File: config.mk
export PLATFORM = sky130hd
export DESIGN_NAME = pli_level_cmp
export DESIGN_NICKNAME = d
export VERILOG_FILES = /design/src/assert_macros.svh /design/src/pli_pkg.sv /design/src/pli_level_cmp.sv
export SDC_FILE = /design/constraint.sdc
export NUM_CORES = 1
export LEC_CHECK = 0
export ABC_AREA = 0
export BUFFER_PORTS_ARGS = -buffer_cell sky130_fd_sc_hd__buf_4
export CELL_PAD_IN_SITES_DETAIL_PLACEMENT = 0
export CELL_PAD_IN_SITES_GLOBAL_PLACEMENT = 1
export CORE_AREA = 10 10 47 49
export DETAILED_ROUTE_END_ITERATION = 8
export DIE_AREA = 0 0 57 59
export PLACE_DENSITY_LB_ADDON = 0.1
export SLEW_MARGIN = 20
export SYNTH_ARGS = -nofsm -noshare
export SYNTH_HDL_FRONTEND = slang
export SYNTH_SLANG_ARGS = --single-unit
export TNS_END_PERCENT = 5
File: constraint.sdc
create_clock -name vclk -period 0.8
set_input_delay 0.16 -clock vclk [all_inputs]
set_output_delay 0.16 -clock vclk [all_outputs]
set_load 0.02 [all_outputs]
File: src/assert_macros.svh
// Assertion macros shared by the posting-list intersection RTL.
// Included by name from each module that carries assertions.
`ifndef ASSERT_MACROS_SVH
`define ASSERT_MACROS_SVH

// Same-cycle implication, checked outside reset.
`define PLI_ASSERT_IMP(label, clk, rst_n, ante, cons) \
  label: assert property (@(posedge clk) disable iff (!rst_n) (ante) |-> (cons)) \
    else $error("posting list intersection: same-cycle check failed");

// Next-cycle implication, checked outside reset.
`define PLI_ASSERT_NXT(label, clk, rst_n, ante, cons) \
  label: assert property (@(posedge clk) disable iff (!rst_n) (ante) |=> (cons)) \
    else $error("posting list intersection: next-cycle check failed");

`endif

File: src/pli_pkg.sv
// Package for the posting-list intersection block: sizes, command codes,
// item structs and the compare-unit result type. No dependencies.
package pli_pkg;

  // Store size and list limit
  localparam int DOC_COUNT = 1024;
  localparam int MAX_LISTS = 15;

  localparam int ADDR_W  = (DOC_COUNT > 1) ? $clog2(DOC_COUNT) : 1;
  localparam int CUR_W   = ADDR_W + 1;
  localparam int LVL_W   = $clog2(MAX_LISTS + 1);
  localparam int DOC_W   = 10;

  // Command codes
  typedef enum logic [1:0] {
    CMD_START = 2'd0,
    CMD_POST  = 2'd1,
    CMD_END   = 2'd2,
    CMD_FETCH = 2'd3
  } cmd_t;

  typedef struct packed {
    cmd_t             cmd;
    logic [DOC_W-1:0] doc_id;
  } in_item_t;

  typedef struct packed {
    logic [DOC_W-1:0] doc_id_res;
    logic             valid_res;
    logic             overflow;
  } out_item_t;

  // Shared compare unit result
  typedef struct packed {
    logic             eq;
    logic [LVL_W-1:0] next_level;
  } lvl_cmp_t;

endpackage

File: src/pli_level_cmp.sv
// Shared level compare unit: tests a stored level against the list count
// and forms the raised level. Used by postings and by the fetch scan.
// Depends on pli_pkg.
module pli_level_cmp (
  input  logic [pli_pkg::LVL_W-1:0] level,
  input  logic [pli_pkg::LVL_W-1:0] lists_done,
  output pli_pkg::lvl_cmp_t         res
);

  always_comb begin
    res.eq         = (level == lists_done);
    res.next_level = lists_done + pli_pkg::LVL_W'(1);
  end

endmodule

==> impl_metrics.toml, run 1 <==
[status]
status = "finished with violations"
violations = "negative setup slack"

[critical_path]
cp_top_family = "buffers and inverters"
cp.arrival_ns = 0.87
cp_max_fo = 1
path_cells = "buf_8, xor2_4, nor4_4, buf_4"
cp-end-kind = "primary output"
startpoint_type = "input port"
critical_path_class = "input port to primary output"
cpPeakStageDelay_ns = 0.25
critPathSlowestCell = "nor4_4"
cp_num_buf_inv = 2
required_ns = 0.64

[floorplan]
initial_core_util_pct = 6.16
rows = 14
die_w_um = 57
dieHeight_um = 59
design.core.area_um2 = 1400
dieArea_um2 = 3360
pin_count = 13

[grt]
grtUsageTotal_pct = 2.28
met3_usage_pct = 0.858
grt-ovfl-total = 0
grt_max_degree = 5
grt.busiest_layer = "met2"
grt_use_met2_pct = 3.88
globalRouteMet1Util_pct = 2.83
antenna_found_initial = 0
grt_pass1_vias = 147
grt_pass1_wl_um = 655

[cells_and_area]
syn2layout_area_growth_pct = 238
diodes = 0
n_clock_buffer = 0
layout.cells.most_common = "buf_4"
num-nets-final = 36
layout_common_cells = "buf_4 (11), buf_6 (3), xor2_4 (2), xor2_1 (2)"
drive_gt1_share_pct = 76.0
multi_input_area_um2 = 136
seqCellArea_um2 = 0
fillers = 160
nFlopsAndLatches = 0

[yosys]
synth_area_per_cell_um2 = 8.63
yosysWarnings = 0
synth.distinct_cells = 6
synth_top_area_share_pct = 50.7
syn_inst = 10
syn_area_um2 = 86.3
syn_nets = 19
ys_top_cells_by_area = "xor2_1 (51%), ha_1 (14%), nor4_2 (14%), xnor2_1 (10%), nand3_1 (5.8%)"
synth_top_area_cell = "xor2_1"
seq_area_frac_synth_pct = 0

[sta]
final-max-slew-violation-count = 0
maxSlewHeadroom_pct = 83.6
max_freq_mhz = 975
fin_ws_ns = -0.226
worst_pin_slew_ns = 0.245
finalCritPeriodShare_pct = 128
holdWs_ns = 0.616
finalCriticalPeriod_ns = 1.03
hold_viol = 0
final-setup-viol-count = 4
fin_setup_tns_ns = -0.611
rsz0062_at_grt = "true"

[drt]
vias_per_cell = 2.90
drc_errors = 0
vias = 119
firstDrtPassIters = 1
wl_per_cell_um = 9.83
drt_iter0_markers = 0
ant_nets = 0
wl_um = 403

[clock_tree]
cts_setup_buffers = 0
cts_hold_buf = 0

[placement]
io_buffers = 13
gp_congestion = 0.604

[power_and_ir_drop]
p_switching_uw = 87.1
swShare_pct = 46.8
p_leak_nw = 0.128
p_int_uw = 98.8
pwr_density_cell_nw_per_um2 = 638
seq_power_share_pct = 0
pwr-share-comb_pct = 100.0
vdd_drop_max_mv = 0.205
p_clk_share_pct = 0
fin_total_pwr_uw = 186

[min_path]
hold_start = "lists_done[0]"
hold_depth = 3
hold_path.class = "input port to primary output"
min_to = "res[0]"

[job]
drv_cap = 0
## layer usage
metal | vias up | wire (µm) | part of all wire [%]
met2 | 8 | 185 | 46
met4 | 0 | 0 | 0
met3 | 0 | 36 | 8.9
met1 | 50 | 181 | 45
li1 | 61 | - | -
met5 | - | 0 | 0
## how the worst max path moves through the flow
| stage | start | endpoint | slack, ns | cells after the start |
|---|---|---|---|---|
| final | level[1] | res[4] | -0.23 | 4 |
| after global routing | level[1] | res[4] | -0.24 | 4 |
| after CTS | level[1] | res[4] | -0.24 | 4 |
| after detailed placement | lists_done[2] | res[4] | -0.28 | 4 |
| after global placement | lists_done[2] | res[4] | -0.28 | 4 |
| after floorplan | lists_done[2] | res[4] | -0.09 | 2 |
## power by group through the flow
stage | Clock (mW) | Combinational (mW) | Sequential [mW]
CTS | 0 | 0.191 | 0
global route | 0 | 0.199 | 0
global placement | 0 | 0.164 | 0
floorplan | 0 | 0.0768 | 0
detailed placement | 0 | 0.165 | 0
finish | 0 | 0.186 | 0
## through the flow
step           worst slack, ns  cell area (µm²)  util, %  cells
3_5_place_dp            -0.276              246     17.6     41
6_report                -0.226              292     20.8     41
4_1_cts                 -0.242              292     20.8     41
5_1_grt                 -0.241              292     20.8     41
2_1_floorplan          -0.0867              114        -     10
3_3_place_gp            -0.278              246     17.6     41
## tightest hold or removal path, delay by kind of cell
kind	cells	cell delay [ns]
buffers and inverters	3	0.29
## synthesized netlist by cell type
library cell	n
nor4_2	1
inv_1	1
xor2_1	5
ha_1	1
xnor2_1	1
nand3_1	1
## timing repair
action / CTS / global route
endpoints found under the setup margin: 4 / 4
pin swaps: 3 / 0
gates resized for setup: 8 / 0
## kinds of logic after synthesis
family	count (synthesis)	share of synthesized area [%]
buffers and inverters	1	4.34
xor gates and xnor gates	6	60.9
adders and majority gates	1	14.5
and+or+nand+nor	2	20.3
## layout make-up
class / instances / share of cell area [%]
multi-input cells: 9 / 46.8
repair buffers: 15 / 45.1
well taps: 16 / 6.87
inverters: 1 / 1.29
Note: power is estimated with default switching activity, not from simulation.
==> run 2: changes to the inputs <==
CORE_AREA = 2 2 39 41   (was 10 10 47 49)
DIE_AREA = 0 0 41 43   (was 0 0 57 59)
TNS_END_PERCENT = not set   (was 5)
clock period = 1.2 ns   (was 0.8 ns; I/O delays follow)
==> run 2 against run 1 <==
  * The run now ends clean
  * Core utilization down 4.2 points
  * Hold slack better by 0.15 ns
  * Flip-flop and latch count unchanged
  * Design area down 21%
  * Setup slack better by 0.25 ns
  * Critical endpoint unchanged
  * Largest cell class is now buffers
  * Highest routed layer unchanged
==> impl_metrics.toml, run 2 (synthesized netlist as in run 1, its figures left out) <==
[grt]
antenna_found_initial = 0
grt_pass1_wl_um = 372
grtUsageTotal_pct = 2.80
grt-ovfl-total = 0
grt_pass1_vias = 86
grt_max_degree = 5

[placement]
io_buffers = 13
gp_congestion = 0.473
dp_slack_ns = 0.00190

[drt]
wl_um = 301
drc_errors = 0
drt_iter0_markers = 1
wl_per_cell_um = 7.72
vias = 118
ant_nets = 0
firstDrtPassIters = 2
vias_per_cell = 3.03

[cells_and_area]
num-nets-final = 34
syn2layout_area_growth_pct = 167
seqCellArea_um2 = 0
finalCoreUtilization_pct = 16.6
nFlopsAndLatches = 0
fillers = 160
layout.cells.most_common = "buf_4"
n_clock_buffer = 0
drive_gt1_share_pct = 69.6
diodes = 0
layout_common_cells = "buf_4 (10), xor2_1 (3), buf_6 (3)"

[sta]
max_freq_mhz = 852
finalCritPeriodShare_pct = 97.8
final-setup-viol-count = 0
fin_ws_ns = 0.0264
maxSlewHeadroom_pct = 87.0
rsz0062_at_grt = "true"
final-max-slew-violation-count = 0
worst_pin_slew_ns = 0.193
hold_viol = 0
finalCriticalPeriod_ns = 1.17

[power_and_ir_drop]
p_leak_nw = 0.109
fin_total_pwr_uw = 96.7
vdd_drop_max_mv = 0.156
pwr_density_cell_nw_per_um2 = 420

[floorplan]
rows = 14
dieArea_um2 = 1760
dieHeight_um = 43
design.core.area_um2 = 1380
pin_count = 13
initial_core_util_pct = 6.24
die_w_um = 41

[critical_path]
cp-end-kind = "primary output"
required_ns = 0.96
cp.arrival_ns = 0.93
critical_path_class = "input port to primary output"
startpoint_type = "input port"
cp_max_fo = 1

[status]
status = "finished, final reports clean"

[clock_tree]
cts_hold_buf = 0

[min_path]
hold_path.class = "input port to primary output"

[job]
drv_cap = 0
run 2: worst paths after layout:
kind | slack [ns] | end | start | cells after the start
max | 0.03 | res[4] | level[1] | 4
min | 0.77 | res[0] | lists_done[0] | 3
run 2: power by group:
part	total (mW)	switching (mW)	internal, mW
sequential	0	0	0
clock	0	0	0
combinational	0.0967	0.0459	0.0508
total	0.0967	0.0459	0.0508
run 2: metal layers:
metal	global-route usage [%]	vias to the layer above	wire length, µm
li1	-	57	-
met1	5.06	51	135
met2	3.75	10	110
met3	0	0	54
met4	0	0	0
met5	0	-	0
run 2: worst max-delay path: stages:
cell	delay [ns]
buf_6	0.10
xor2_2	0.16
nor4_2	0.26
buf_4	0.18
run 2: layout make-up:
class,instances,area (µm²),share of cell area [%]
timing repair buffer,13,109,47.3
multi-input combinational,9,97.6,42.4
tap,16,20.0,8.70
inverter,1,3.75,1.63
run 2: repair_timing:
item | CTS | global route
setup buffers | 0 | 0
hold endpoints to repair | 0 | 0
resized for setup | 0 | 5
endpoints found under the setup margin | 0 | 1
run 2: stage by stage:
stage                     hold slack, ns  area [µm²]  setup TNS [ns]  cells
after floorplan                    0.557        86.3               0     10
after global placement             0.777         204               0     39
after detailed placement           0.772         204               0     39
after CTS                          0.775         204               0     39
after global routing               0.781         230         -0.0218     39
final                              0.771         230               0     39
==> run 3: changes to the inputs <==
SETUP_SLACK_MARGIN = 0.2   (was not set)
==> run 3 against run 2 <==
  * Total power up 37%
  * Global-route usage about the same
  * Count of clock-buffer cells in the layout unchanged
  * Largest power group unchanged
  * Critical endpoint unchanged
  * Setup slack worse by 0.014 ns
  * Non-clock buffer count up 1
==> impl_metrics.toml, run 3 (synthesized netlist as in run 1, its figures left out) <==
[critical_path]
cp-end-kind = "primary output"
cpPeakStageDelay_ns = 0.25
critPathSlowestCell = "nor4_4"
critical_path_class = "input port to primary output"
cp_max_fo = 1
startpoint_type = "input port"
cp_num_buf_inv = 2
cp_top_family = "buffers and inverters"
required_ns = 0.96
path_cells = "buf_8, xor2_4, nor4_4, buf_4"
cp.arrival_ns = 0.95

[grt]
grt_max_degree = 5
antenna_found_initial = 0
grtUsageTotal_pct = 2.80
grt_pass1_wl_um = 365
grt_pass1_vias = 100
grt-ovfl-total = 0

[drt]
vias_per_cell = 2.88
met1_length_um = 91
drt_iter0_markers = 0
vias = 115
drc_errors = 0
firstDrtPassIters = 1
route.met2.wl_um = 150
ant_nets = 0
top_layer = "met3"
met3_length_um = 32
wl_um = 274
wl_per_cell_um = 6.85

[clock_tree]
cts_setup_buffers = 0
cts_hold_buf = 0

[sta]
hold_viol = 0
worst_pin_slew_ns = 0.238
finalCritPeriodShare_pct = 99.0
final-max-slew-violation-count = 0
max_freq_mhz = 842
holdWs_ns = 0.759
maxSlewHeadroom_pct = 84.1
rsz0062_at_grt = "true"
final-setup-viol-count = 0
finalCriticalPeriod_ns = 1.19

[cells_and_area]
num-nets-final = 35
nFlopsAndLatches = 0
drive_gt1_share_pct = 87.5
syn2layout_area_growth_pct = 277
seqCellArea_um2 = 0
diodes = 0
multi_input_area_um2 = 161
fillers = 147
n_clock_buffer = 0
layout.cells.most_common = "buf_4"
finalCoreUtilization_pct = 23.5
layout_common_cells = "buf_4 (8), buf_6 (4), xor2_4 (2), xor2_2 (2)"

[min_path]
hold_path.class = "input port to primary output"
hold_start = "lists_done[0]"
hold_depth = 3
min_to = "res[0]"

[status]
status = "finished, final reports clean"

[floorplan]
design.core.area_um2 = 1380
dieHeight_um = 43
initial_core_util_pct = 6.24
pin_count = 13
die_w_um = 41
dieArea_um2 = 1760
rows = 14

[job]
drv_cap = 0

[power_and_ir_drop]
p_switching_uw = 60.0
seq_power_share_pct = 0
vdd_drop_max_mv = 0.126
p_leak_nw = 0.131
fin_total_pwr_uw = 133
p_int_uw = 72.8
pwr_density_cell_nw_per_um2 = 408
swShare_pct = 45.2
p_clk_share_pct = 0
pwr-share-comb_pct = 100.0

[placement]
io_buffers = 13
gp_congestion = 0.537
[run 3: per-stage QoR]
| step | setup WS [ns] | instance area [µm²] | TNS (ns) | instances |
|---|---|---|---|---|
| 4_1_cts | 0.00183 | 317 | 0 | 40 |
| 6_report | 0.0119 | 325 | 0 | 40 |
| 3_3_place_gp | -0.0244 | 246 | -0.0244 | 40 |
| 2_1_floorplan | 0.153 | 121 | 0 | 10 |
| 5_1_grt | -0.00296 | 325 | -0.00296 | 40 |
| 3_5_place_dp | -0.0322 | 246 | -0.0322 | 40 |
[run 3: cell type report]
type                       instances  share of cell area, %
inverter                           1                   1.15
multi-input combinational          9                   49.6
tap                               16                   6.15
timing repair buffer              14                   43.1
[run 3: worst max-delay path by stage]
stage                              from  slack, ns  depth (start not counted)  endpoint
after floorplan           lists_done[2]       0.15                          2    res[4]
after global placement    lists_done[2]      -0.02                          4    res[4]
after detailed placement  lists_done[2]      -0.03                          4    res[4]
after CTS                      level[1]      0.002                          4    res[4]
after global routing           level[1]     -0.003                          4    res[4]
final                          level[1]       0.01                          4    res[4]
[run 3: power by group through the flow]
stage               clock, mW  combinational (mW)  sequential, mW
floorplan                   0              0.0531               0
CTS                         0               0.132               0
detailed placement          0               0.108               0
global placement            0               0.107               0
global route                0               0.141               0
finish                      0               0.133               0
[run 3: per-layer routing]
metal,vias to the layer above,global-route usage (%)
met5,-,0
met4,0,0
met3,0,0
met2,6,5.63
met1,51,3.18
li1,58,-
[run 3: what timing repair did]
item / CTS / global route
endpoints found under the setup margin: 4 / 3
gates cloned: 0 / 0
pin swaps: 4 / 2
resized for setup: 13 / 2
